## src/hdl/dnts_pkg.sv

```systemverilog
// ----------------------------------------------------------------------------
// Decimal number token scanner package
// Shared types, character codes, register indexes and reset values.
// ----------------------------------------------------------------------------
package dnts_pkg;

  // Character codes.
  localparam logic [7:0] CODE_DOT   = 8'd51;
  localparam logic [7:0] CODE_PLUS  = 8'd45;
  localparam logic [7:0] CODE_MINUS = 8'd46;
  localparam logic [7:0] CODE_D     = 8'd13;
  localparam logic [7:0] CODE_E     = 8'd14;
  localparam logic [8:0] DIGIT_MAX  = 9'd9;

  // Configuration register indexes.
  localparam logic [2:0] REG_OVF_EXP  = 3'd0;
  localparam logic [2:0] REG_UNF_EXP  = 3'd1;
  localparam logic [2:0] REG_EXACT_DIG = 3'd2;
  localparam logic [2:0] REG_EXACT_POW = 3'd3;
  localparam logic [2:0] REG_EXP_DIG  = 3'd4;

  // Register reset values.
  localparam logic [11:0] OVF_EXP_RST   = 12'd309;
  localparam logic [12:0] UNF_EXP_RST   = 13'h1EBC;  // -324
  localparam logic [4:0]  EXACT_DIG_RST = 5'd15;
  localparam logic [5:0]  EXACT_POW_RST = 6'd22;
  localparam logic [2:0]  EXP_DIG_RST   = 3'd7;

  // Exponent bookkeeping.
  localparam logic [21:0] CORR_MAX = 22'h1FFFFF;
  localparam logic [21:0] CORR_MIN = 22'h200000;
  localparam logic [2:0]  EXP_ACC_DIGITS = 3'd6;
  localparam logic [2:0]  EXP_SAT_DIGITS = 3'd7;
  localparam int          CMP_W = 27;

  typedef enum logic [8:0] {
    PH_IDLE       = 9'b000000001,
    PH_INT_LEAD   = 9'b000000010,
    PH_INT_DIG    = 9'b000000100,
    PH_FRAC_LEAD  = 9'b000001000,
    PH_FRAC_DIG   = 9'b000010000,
    PH_AFTER_MANT = 9'b000100000,
    PH_EXP_SIGN   = 9'b001000000,
    PH_EXP_LEAD   = 9'b010000000,
    PH_EXP_DIG    = 9'b100000000
  } phase_e;

  typedef enum logic [3:0] {
    CT_SCAN  = 4'b0001,
    CT_EXPO  = 4'b0010,
    CT_CLASS = 4'b0100,
    CT_EMIT  = 4'b1000
  } ctrl_e;

  typedef enum logic [2:0] {
    CLS_ZERO      = 3'd0,
    CLS_OVERFLOW  = 3'd1,
    CLS_UNDERFLOW = 3'd2,
    CLS_EXACT     = 3'd3,
    CLS_SCALED    = 3'd4,
    CLS_GENERAL   = 3'd5
  } class_e;

  // Exponent state of the token being scanned.
  typedef struct packed {
    logic signed [23:0] acc;
    logic signed [21:0] corr;
    logic [2:0]         digits;
    logic               neg;
  } exp_info_t;

endpackage

```

## src/hdl/dnts_ram.sv

```systemverilog
// ----------------------------------------------------------------------------
// Generic single-port-write RAM
// One write port and one read port; read data is registered.
// ----------------------------------------------------------------------------
module dnts_ram #(
  parameter int WIDTH = 5,
  parameter int DEPTH = 25
) (
  input  logic                     clk_i,
  input  logic                     we_i,
  input  logic [$clog2(DEPTH)-1:0] waddr_i,
  input  logic [WIDTH-1:0]         wdata_i,
  input  logic                     re_i,
  input  logic [$clog2(DEPTH)-1:0] raddr_i,
  output logic [WIDTH-1:0]         rdata_o
);

  logic [WIDTH-1:0] mem [DEPTH];

  always_ff @(posedge clk_i) begin
    if (we_i) begin
      mem[waddr_i] <= wdata_i;
    end
    if (re_i) begin
      rdata_o <= mem[raddr_i];
    end
  end

endmodule

```

## src/hdl/dnts_scan.sv

```systemverilog
// ----------------------------------------------------------------------------
// Token scanner
// Walks the number syntax one character a cycle while input is accepted,
// records significand digits in digit memory; keeps exponent and its correction.
// ----------------------------------------------------------------------------
module dnts_scan #(
  parameter int MAX_DIGITS = 25
) (
  input  logic                          clk_i,
  input  logic                          rst_ni,
  input  logic                          in_acc_i,
  input  logic [7:0]                    char_code_i,
  input  logic                          token_start_i,
  input  logic                          began_with_dot_i,
  output logic                          done_o,
  output logic                          wr_en_o,
  output logic [$clog2(MAX_DIGITS)-1:0] wr_addr_o,
  output logic [4:0]                    wr_data_o,
  output logic [$clog2(MAX_DIGITS+1)-1:0] count_o,
  output dnts_pkg::exp_info_t           exp_o
);
  import dnts_pkg::*;

  localparam int AW = $clog2(MAX_DIGITS);
  localparam int CW = $clog2(MAX_DIGITS + 1);

  phase_e    phase_q, phase_d, ph;
  logic [CW-1:0] cnt_q, cnt_d, cnt;
  exp_info_t exp_q, exp_d, ex;
  logic [8:0] mag;
  logic is_zero, is_dig, is_dot, is_exp, is_sign, room, done, wr;

  always_comb begin
    mag     = char_code_i[7] ? (9'd0 - {1'b1, char_code_i}) : {1'b0, char_code_i};
    is_zero = (char_code_i == 8'd0);
    is_dig  = (mag <= DIGIT_MAX);
    is_dot  = (mag == {1'b0, CODE_DOT});
    is_exp  = (mag == {1'b0, CODE_D}) || (mag == {1'b0, CODE_E});
    is_sign = (char_code_i == CODE_PLUS) || (char_code_i == CODE_MINUS);

    // A new token clears the bookkeeping before its first character is seen.
    if (token_start_i) begin
      ph  = began_with_dot_i ? PH_FRAC_LEAD : PH_INT_LEAD;
      cnt = '0;
      ex  = '0;
    end else begin
      ph  = phase_q;
      cnt = cnt_q;
      ex  = exp_q;
    end
    room = (cnt < CW'(MAX_DIGITS));

    // Phases that hand the character on to the next phase without consuming it.
    if (ph == PH_INT_LEAD && !is_zero) ph = PH_INT_DIG;
    if (ph == PH_FRAC_LEAD && !is_zero) ph = PH_FRAC_DIG;
    if (ph == PH_INT_DIG && !is_dig && !is_dot) ph = PH_AFTER_MANT;
    if (ph == PH_FRAC_DIG && !is_dig) ph = PH_AFTER_MANT;
    if (ph == PH_EXP_SIGN && !is_sign) ph = PH_EXP_LEAD;
    if (ph == PH_EXP_LEAD && !is_zero) ph = PH_EXP_DIG;

    phase_d = ph;
    cnt_d   = cnt;
    exp_d   = ex;
    done    = 1'b0;
    wr      = 1'b0;
    case (ph)
      PH_INT_DIG: begin
        if (is_dig) begin
          if (room) begin
            wr    = 1'b1;
            cnt_d = cnt + CW'(1);
          end else if (ex.corr != CORR_MAX) begin
            exp_d.corr = ex.corr + 22'sd1;
          end
        end else begin
          phase_d = (cnt == '0) ? PH_FRAC_LEAD : PH_FRAC_DIG;
        end
      end
      PH_FRAC_LEAD: begin
        if (ex.corr != CORR_MIN) exp_d.corr = ex.corr - 22'sd1;
      end
      PH_FRAC_DIG: begin
        if (room) begin
          wr    = 1'b1;
          cnt_d = cnt + CW'(1);
          if (ex.corr != CORR_MIN) exp_d.corr = ex.corr - 22'sd1;
        end
      end
      PH_AFTER_MANT: begin
        if (is_exp) begin
          phase_d = PH_EXP_SIGN;
        end else begin
          done    = 1'b1;
          phase_d = PH_IDLE;
        end
      end
      PH_EXP_SIGN: begin
        exp_d.neg = (char_code_i == CODE_MINUS);
        phase_d   = PH_EXP_LEAD;
      end
      PH_EXP_DIG: begin
        if (is_dig) begin
          if (ex.digits < EXP_ACC_DIGITS) begin
            exp_d.acc = (ex.acc <<< 3) + (ex.acc <<< 1)
                      + {{16{char_code_i[7]}}, char_code_i};
          end
          if (ex.digits < EXP_SAT_DIGITS) exp_d.digits = ex.digits + 3'd1;
        end else begin
          done    = 1'b1;
          phase_d = PH_IDLE;
        end
      end
      default: ;
    endcase
  end

  always_ff @(posedge clk_i or negedge rst_ni) begin
    if (!rst_ni) begin
      phase_q <= PH_IDLE;
      cnt_q   <= '0;
      exp_q   <= '0;
    end else if (in_acc_i) begin
      phase_q <= phase_d;
      cnt_q   <= cnt_d;
      exp_q   <= exp_d;
    end
  end

  assign done_o    = in_acc_i & done;
  assign wr_en_o   = in_acc_i & wr;
  assign wr_addr_o = cnt[AW-1:0];
  assign wr_data_o = char_code_i[4:0];
  assign count_o   = cnt_q;
  assign exp_o     = exp_q;

endmodule

```

## src/hdl/decimal_number_token_scanner_top.sv

```systemverilog
// ----------------------------------------------------------------------------
// Decimal number token scanner, top level
// Scans number tokens one character a cycle and emits the recorded digits
// with the token class and the final decimal exponent.
// ----------------------------------------------------------------------------
// Throughput: one character a cycle while a token is scanned.
// The terminating character stalls input through the exponent and class
// evaluation states, then the run leaves at one item a cycle unless the output
// stalls (one digit memory read per item); input resumes after the last item.
// Reset clears control state and loads the register defaults; the digit
// memory is not cleared.
module decimal_number_token_scanner_top #(
  parameter int MAX_DIGITS = 25
) (
  input  logic        clk_i,
  input  logic        rst_ni,
  input  logic        cfg_we_i,
  input  logic [2:0]  cfg_addr_i,
  input  logic [12:0] cfg_wdata_i,
  input  logic        s_axis_tvalid,
  output logic        s_axis_tready,
  input  logic [7:0]  s_axis_tdata,   // char_code
  input  logic [1:0]  s_axis_tuser,   // token_start, began_with_dot
  output logic        m_axis_tvalid,
  input  logic        m_axis_tready,
  output logic [23:0] m_axis_tdata,   // digit_value, digit_count, final_exponent
  output logic [2:0]  m_axis_tuser,   // number_class
  output logic        m_axis_tlast
);
  import dnts_pkg::*;

  localparam int AW = $clog2(MAX_DIGITS);
  localparam int CW = $clog2(MAX_DIGITS + 1);

  // Configuration registers.
  logic [11:0] ovf_q;
  logic [12:0] unf_q;
  logic [4:0]  xdig_q;
  logic [5:0]  xpow_q;
  logic [2:0]  edig_q;

  always_ff @(posedge clk_i or negedge rst_ni) begin
    if (!rst_ni) begin
      ovf_q  <= OVF_EXP_RST;
      unf_q  <= UNF_EXP_RST;
      xdig_q <= EXACT_DIG_RST;
      xpow_q <= EXACT_POW_RST;
      edig_q <= EXP_DIG_RST;
    end else if (cfg_we_i) begin
      case (cfg_addr_i)
        REG_OVF_EXP:   ovf_q  <= cfg_wdata_i[11:0];
        REG_UNF_EXP:   unf_q  <= cfg_wdata_i;
        REG_EXACT_DIG: xdig_q <= cfg_wdata_i[4:0];
        REG_EXACT_POW: xpow_q <= cfg_wdata_i[5:0];
        REG_EXP_DIG:   edig_q <= cfg_wdata_i[2:0];
        default: ;
      endcase
    end
  end

  ctrl_e ctrl_q, ctrl_d;
  logic in_acc, done, wr_en, re;
  logic [AW-1:0] wr_addr, raddr;
  logic [4:0] wr_data, rdata;
  logic [CW-1:0] count;
  exp_info_t exp_info;

  assign s_axis_tready = (ctrl_q == CT_SCAN);
  assign in_acc = s_axis_tvalid & s_axis_tready;

  dnts_scan #(.MAX_DIGITS(MAX_DIGITS)) u_scan (
    .clk_i           (clk_i),
    .rst_ni          (rst_ni),
    .in_acc_i        (in_acc),
    .char_code_i     (s_axis_tdata),
    .token_start_i   (s_axis_tuser[0]),
    .began_with_dot_i(s_axis_tuser[1]),
    .done_o          (done),
    .wr_en_o         (wr_en),
    .wr_addr_o       (wr_addr),
    .wr_data_o       (wr_data),
    .count_o         (count),
    .exp_o           (exp_info)
  );

  dnts_ram #(.WIDTH(5), .DEPTH(MAX_DIGITS)) u_digits (
    .clk_i  (clk_i),
    .we_i   (wr_en),
    .waddr_i(wr_addr),
    .wdata_i(wr_data),
    .re_i   (re),
    .raddr_i(raddr),
    .rdata_o(rdata)
  );

  // Exponent and classification.
  logic signed [23:0] expo_q, expo_d;
  logic [9:0] fexp_q, fexp_d;
  class_e cls_q, cls_d;
  logic signed [CMP_W-1:0] e, nn, xdig, xpow, abs_e;
  logic ovf, unf, ex3, ex4;

  always_comb begin
    expo_d = (exp_info.neg ? (24'sd0 - exp_info.acc) : exp_info.acc)
           + {{2{exp_info.corr[21]}}, exp_info.corr};
    e      = {{(CMP_W-24){expo_q[23]}}, expo_q};
    nn     = {{(CMP_W-CW){1'b0}}, count};
    xdig   = {{(CMP_W-5){1'b0}}, xdig_q};
    xpow   = {{(CMP_W-6){1'b0}}, xpow_q};
    abs_e  = e[CMP_W-1] ? -e : e;
    ovf    = (e + nn - CMP_W'(1)) >= $signed({{(CMP_W-12){1'b0}}, ovf_q});
    unf    = (e + nn) <= $signed({{(CMP_W-13){unf_q[12]}}, unf_q});
    ex3    = (nn <= xdig) && (abs_e <= xpow);
    ex4    = (e > xpow) && ((e - xpow + nn) <= xdig);
    if (count == '0) begin
      cls_d = CLS_ZERO;
    end else if (exp_info.digits >= edig_q) begin
      cls_d = exp_info.neg ? CLS_UNDERFLOW : CLS_OVERFLOW;
    end else if (ovf) begin
      cls_d = CLS_OVERFLOW;
    end else if (unf) begin
      cls_d = CLS_UNDERFLOW;
    end else if (ex3) begin
      cls_d = CLS_EXACT;
    end else if (ex4) begin
      cls_d = CLS_SCALED;
    end else begin
      cls_d = CLS_GENERAL;
    end
    // The exponent is only reported for the three finite nonzero classes.
    if (cls_d == CLS_ZERO || cls_d == CLS_OVERFLOW || cls_d == CLS_UNDERFLOW) begin
      fexp_d = '0;
    end else if (e > CMP_W'(511)) begin
      fexp_d = 10'h1FF;
    end else if (e < -CMP_W'(512)) begin
      fexp_d = 10'h200;
    end else begin
      fexp_d = e[9:0];
    end
  end

  // Emission and output register.
  logic [AW-1:0] idx_q, idx_d;
  logic [CW-1:0] last_idx;
  logic slot_free, is_last;
  logic out_valid_q, out_valid_d, out_last_q, out_last_d;
  logic [4:0] out_digit_q, out_digit_d, out_count_q, out_count_d;
  logic [9:0] out_exp_q, out_exp_d;
  logic [2:0] out_cls_q, out_cls_d;

  always_comb begin
    last_idx  = (count == '0) ? '0 : count - CW'(1);
    is_last   = (CW'(idx_q) == last_idx);
    slot_free = !out_valid_q || m_axis_tready;

    ctrl_d      = ctrl_q;
    idx_d       = idx_q;
    re          = 1'b0;
    raddr       = idx_q + AW'(1);
    out_valid_d = out_valid_q && !m_axis_tready;
    out_digit_d = out_digit_q;
    out_count_d = out_count_q;
    out_exp_d   = out_exp_q;
    out_cls_d   = out_cls_q;
    out_last_d  = out_last_q;

    case (ctrl_q)
      CT_SCAN: begin
        if (done) ctrl_d = CT_EXPO;
      end
      CT_EXPO: begin
        ctrl_d = CT_CLASS;
      end
      CT_CLASS: begin
        re     = 1'b1;
        raddr  = '0;
        idx_d  = '0;
        ctrl_d = CT_EMIT;
      end
      CT_EMIT: begin
        if (slot_free) begin
          out_valid_d = 1'b1;
          out_digit_d = (count == '0) ? 5'd0 : rdata;
          out_count_d = count[4:0];
          out_exp_d   = is_last ? fexp_q : 10'd0;
          out_cls_d   = cls_q;
          out_last_d  = is_last;
          if (is_last) begin
            ctrl_d = CT_SCAN;
          end else begin
            re    = 1'b1;
            idx_d = idx_q + AW'(1);
          end
        end
      end
      default: ctrl_d = CT_SCAN;
    endcase
  end

  always_ff @(posedge clk_i or negedge rst_ni) begin
    if (!rst_ni) begin
      ctrl_q      <= CT_SCAN;
      out_valid_q <= 1'b0;
      idx_q       <= '0;
    end else begin
      ctrl_q      <= ctrl_d;
      out_valid_q <= out_valid_d;
      idx_q       <= idx_d;
    end
  end

  always_ff @(posedge clk_i) begin
    if (ctrl_q == CT_EXPO) expo_q <= expo_d;
    if (ctrl_q == CT_CLASS) begin
      cls_q  <= cls_d;
      fexp_q <= fexp_d;
    end
    out_digit_q <= out_digit_d;
    out_count_q <= out_count_d;
    out_exp_q   <= out_exp_d;
    out_cls_q   <= out_cls_d;
    out_last_q  <= out_last_d;
  end

  assign m_axis_tvalid = out_valid_q;
  assign m_axis_tdata  = {4'd0, out_exp_q, out_count_q, out_digit_q};
  assign m_axis_tuser  = out_cls_q;
  assign m_axis_tlast  = out_last_q;

endmodule

```

## config.mk

```make
export PLATFORM = sky130hd
export DESIGN_NAME = decimal_number_token_scanner_top
export DESIGN_NICKNAME = d
export VERILOG_FILES = /design/src/hdl/dnts_pkg.sv /design/src/hdl/dnts_ram.sv /design/src/hdl/dnts_scan.sv /design/src/hdl/decimal_number_token_scanner_top.sv
export SDC_FILE = /design/constraint.sdc
export NUM_CORES = 1
export LEC_CHECK = 0
export BUFFER_PORTS_ARGS = -buffer_cell sky130_fd_sc_hd__buf_2
export CAP_MARGIN = 0
export CELL_PAD_IN_SITES_DETAIL_PLACEMENT = 0
export CELL_PAD_IN_SITES_GLOBAL_PLACEMENT = 1
export CORE_ASPECT_RATIO = 1.5
export CORE_MARGIN = 3
export CORE_UTILIZATION = 36
export CTS_CLUSTER_SIZE = 24
export DETAILED_ROUTE_END_ITERATION = 10
export PLACE_DENSITY = 0.72
export SLEW_MARGIN = 0
export SYNTH_ARGS = -nofsm -noshare
export SYNTH_HDL_FRONTEND = slang
export SYNTH_SLANG_ARGS = --single-unit
export TNS_END_PERCENT = 5
```

## constraint.sdc

```tcl
create_clock -name clk_i -period 4.55 [get_ports clk_i]
set_input_delay 0.91 -clock clk_i [delete_from_list [all_inputs] [get_ports clk_i]]
set_output_delay 0.91 -clock clk_i [all_outputs]
set_load 0.05 [all_outputs]
```

==> implementation parameters <==
Parameter                              Value

Outcome
  Run status    finished, violations left
  Violated checks    setup timing

STA
  Post-route worst setup slack    -0.0729 ns
  Final period util    1.02
  Final max-slew violation count    0
  Final setup viols    11
  Final Hold Violating Endpoints    0
  Setup TNS    -0.521 ns
  Headroom to the max-slew limit    0.273
  Top achievable clock speed    216 MHz
  Unrepaired setup endpoints after global routing    yes
  Clock tree skew after final layout    0.0250 ns
  Time the final worst path needs with I/O delays and setup    4.62 ns
  Slew at the pin closest to its max-slew limit    1.08 ns

Global routing
  First-pass GRT wire length    122000 um
  Global route overflow    0
  Vias in the first global route    21647
  GRT Util Overall    0.225
  Largest net degree at the start of global routing    68
  Number of antenna violations at the first check in global routing    0

Logic synthesis
  Area share of xor/xnor cells in the synthesized design    0.0480
  Number of register bits inferred by synthesis    304
  Area share of the largest cell type after synthesis    0.244
  Number of different library cells in the post-synthesis netlist    95
  Compound-gate portion of the synthesized area    0.192
  Combinational family with the most area after synthesis    simple AND/OR/NAND/NOR gates
  Number of enable flip-flop cells after synthesis    191
  Yosys warns    0
  Combined area of all synthesized cells    23500 um^2
  Mux share of post-synthesis cell area    0.0111
  Main area contributors after synthesis    edfxtp_1, ha_1, dfrtp_1
  Most used flip-flop cell after synthesis    edfxtp_1
  Async set-or-reset flop fraction in the synthesized netlist    0.372
  Synthesized netlist cell count    2579
  Most instantiated cells after synthesis    nand2_1, edfxtp_1, ha_1
  Most used standard cell by instance count after synthesis    nand2_1
  Average size of a mapped cell    9.13 um^2
  Cell type with the largest total area after synthesis    edfxtp_1
  Share of synthesized cell area in and, or, nand and nor gates    0.215
  Share of synthesized cell area in full adder, half adder and majority cells    0.125
  Post-synthesis sequential area ratio    0.365

Floorplan
  Placeable core area    64600 um^2
  Number of top-level pins    61
  Die Width    215 um
  Starting Density    0.364
  Row count    114
  Die H    319 um
  Area of the die    68600 um^2

Worst setup path
  Logic depth of the worst path, buffers included    25
  Worst-path maximum fanout    11
  Critical Path End Type    flop
  Data required, critical path    5.01 ns
  Critical path data arrival time    5.08 ns
  CP bufs+invs    7
  Depth of the worst register-to-register path    25
  Cell seen most often among critical-path stages    buf_4
  Crit Path Category    reg -> reg
  Kind of cell adding the most delay to the critical path    simple AND/OR/NAND/NOR gates
  Delay contributed by the slowest stage of the critical path    0.41 ns
  Cell at the slowest stage of the critical path    or3b_4
  Sort of element at the start of the critical path    flop

Cells and area
  Number of nets in the layout    3023
  Final standard cell count with taps included and fillers excluded    3668
  Antenna cell count    0
  Area of the multi-input gates    14300 um^2
  Final-layout fill cell count    6265
  Syn-to-layout area delta    17.7%
  Sequential Area    8600 um^2
  Fraction of final layout cells sized beyond drive strength 1    0.178
  Final standard cell area without fillers    27700 um^2

Route
  DR iter-0 viols    1390
  Post-detailed-routing wire length    79000 um
  Total via count after detailed routing    20910
  WL/cell    21.5 um
  Post-detailed-route count of antenna-violating nets    0
  Drt via density    5.70
  First-pass iteration count of the detailed router    5
  DR DRC count    0

Power
  Final total power    10.0 mW
  Leakage power figure    11.3 nW
  Power density over cell area    361 nW/um^2
  VDD IR-drop max    0.000345 V

Clocking
  Clock sink total    304
  Root buffer cell    clkbuf_16
  Clock slew seen by the registers of the worst setup and hold paths    0.07 ns
  Number of hold-repair buffers added at the cts stage    0
  Longest Clk Path Bufs    3
  Clock insertion delay at the later pin of the skew report    0.61 ns
  H-tree levels    1
  Number of buffers created by CTS    31
  TritonCTS clock tree    yes

Place
  Routability cong.    0.965
  Dpl cell area    26400 um^2
  Count of input and output buffers    56
  DP Wirelength    62300 um
  Dpl cells    3607

Job
  Count of maximum capacitance violations    0

Worst hold path
  Class of the most critical hold timing path    in -> async
-- flip-flops by register name (all words and copies together), names as in the netlist, 6 cells and up --
name,cells
u_digits.mem,125
u_scan.exp_o,50
expo_q,24
unf_q,13
ovf_q,12
fexp_q,10
out_exp_q,10
u_scan.phase_q,9
xpow_q,6
-- path summary, 6_finish.rpt --
| path | end | slack, ns | startpoint |
|---|---|---|---|
| worst max-delay path | cls_q[2] | -0.07 | u_scan.count_o[0] |
| worst min-delay path | u_scan.exp_o[43] | 0.38 | rst_ni |
| worst max register to register | cls_q[2] | -0.07 | u_scan.count_o[0] |
| worst min register to register | m_axis_tuser[0] | 0.43 | cls_q[0] |
| max in group asynchronous | unf_q[10] | 3.20 | rst_ni |
| min in group clk_i | m_axis_tuser[0] | 0.43 | cls_q[0] |
-- final cells by class --
cell class              instances  area share
clock buffers                  39      0.0309
clock inverters                19     0.00998
multi-input cells            2021       0.517
inverters                     135      0.0183
well taps                     870      0.0393
flip-flops and latches        304       0.310
repair buffers                280      0.0738
-- cell families after synthesis --
family,Yosys count
AO/OA/AOI/OAI,663
XOR/XNOR,129
adder cells (fa/ha/maj),219
buffers and inverters,257
flip-flops,304
multiplexers,24
other,1
AND/OR/NAND/NOR,982
-- metrics by stage --
step / util / hold slack, ns / setup WS (ns)
floorplan: - / 0.400 / -0.307
global placement: 0.408 / 0.413 / -0.482
detailed placement: 0.408 / 0.411 / -0.523
CTS: 0.427 / 0.389 / -0.0765
global route: 0.429 / 0.421 / -0.293
finish: 0.429 / 0.382 / -0.0729
-- where the power goes --
part | switching [mW] | internal, mW | total [mW]
Sequential | 0.243 | 3.22 | 3.46
Clock | 1.15 | 1.69 | 2.84
Combinational | 2.21 | 1.50 | 3.71
Total | 3.61 | 6.40 | 10.0
-- cell usage in the layout (no fill, tap or decap), types with 13 or more instances in the layout --
| cell | Yosys | layout |
|---|---|---|
| inv_1 | 134 | 133 |
| o22ai_1 | 15 | 14 |
| buf_2 | 6 | 54 |
| or2_2 | 15 | 14 |
| mux2_2 | 16 | 16 |
| o21ai_0 | 146 | 142 |
| dfstp_2 | 26 | 26 |
| o31ai_1 | 22 | 22 |
| and3_1 | 29 | 29 |
| o2111ai_1 | 23 | 23 |
| fa_1 | 28 | 26 |
| nand2_1 | 264 | 264 |
| a311oi_1 | 13 | 13 |
| clkbuf_16 | 0 | 32 |
| nand3_1 | 100 | 100 |
| a31oi_1 | 28 | 27 |
| nand4_1 | 37 | 37 |
| nor2_1 | 160 | 156 |
| a211o_1 | 13 | 13 |
| xor2_1 | 34 | 34 |
| nor3_1 | 84 | 80 |
| a21o_1 | 36 | 36 |
| ha_1 | 191 | 184 |
| a22o_1 | 14 | 14 |
| o21ai_2 | 16 | 16 |
| a21oi_1 | 135 | 126 |
| dfrtp_1 | 87 | 86 |
| or3_1 | 24 | 24 |
| xnor2_1 | 95 | 93 |
| o311ai_0 | 22 | 22 |
| nor2b_1 | 67 | 55 |
| nand2b_1 | 55 | 55 |
| a211oi_1 | 24 | 20 |
| edfxtp_1 | 191 | 191 |
| o21a_1 | 24 | 24 |
| and2_1 | 26 | 27 |
| nor4_1 | 41 | 38 |
| buf_4 | 4 | 219 |
-- timing repair --
action                                  CTS  global route
setup buffers                             0             3
endpoints found under the setup margin   13            14
endpoints found under the hold margin     0             0
resized for setup                        19            16
pin swaps                                 3             8
cloned                                    0             0
-- worst reg2reg max path, delay by kind of cell (launching register included) --
kind	cells	cell delay [ns]
buffers and inverters	7	1.03
XOR/XNOR	1	0.18
AO/OA/AOI/OAI	5	0.90
flip-flops	1	0.35
AND/OR/NAND/NOR	9	1.34
adder cells (fa/ha/maj)	3	0.70
-- metal layers --
layer | global-route usage | vias to the layer above | part of all wire
met1 | 0.243 | 10090 | 0.37
met3 | 0.0182 | 230 | 0.038
met4 | 0.130 | 0 | 0.064
met2 | 0.427 | 645 | 0.53
li1 | - | 9945 | -
met5 | 0 | - | 0
(Power assumes the default switching activity.)
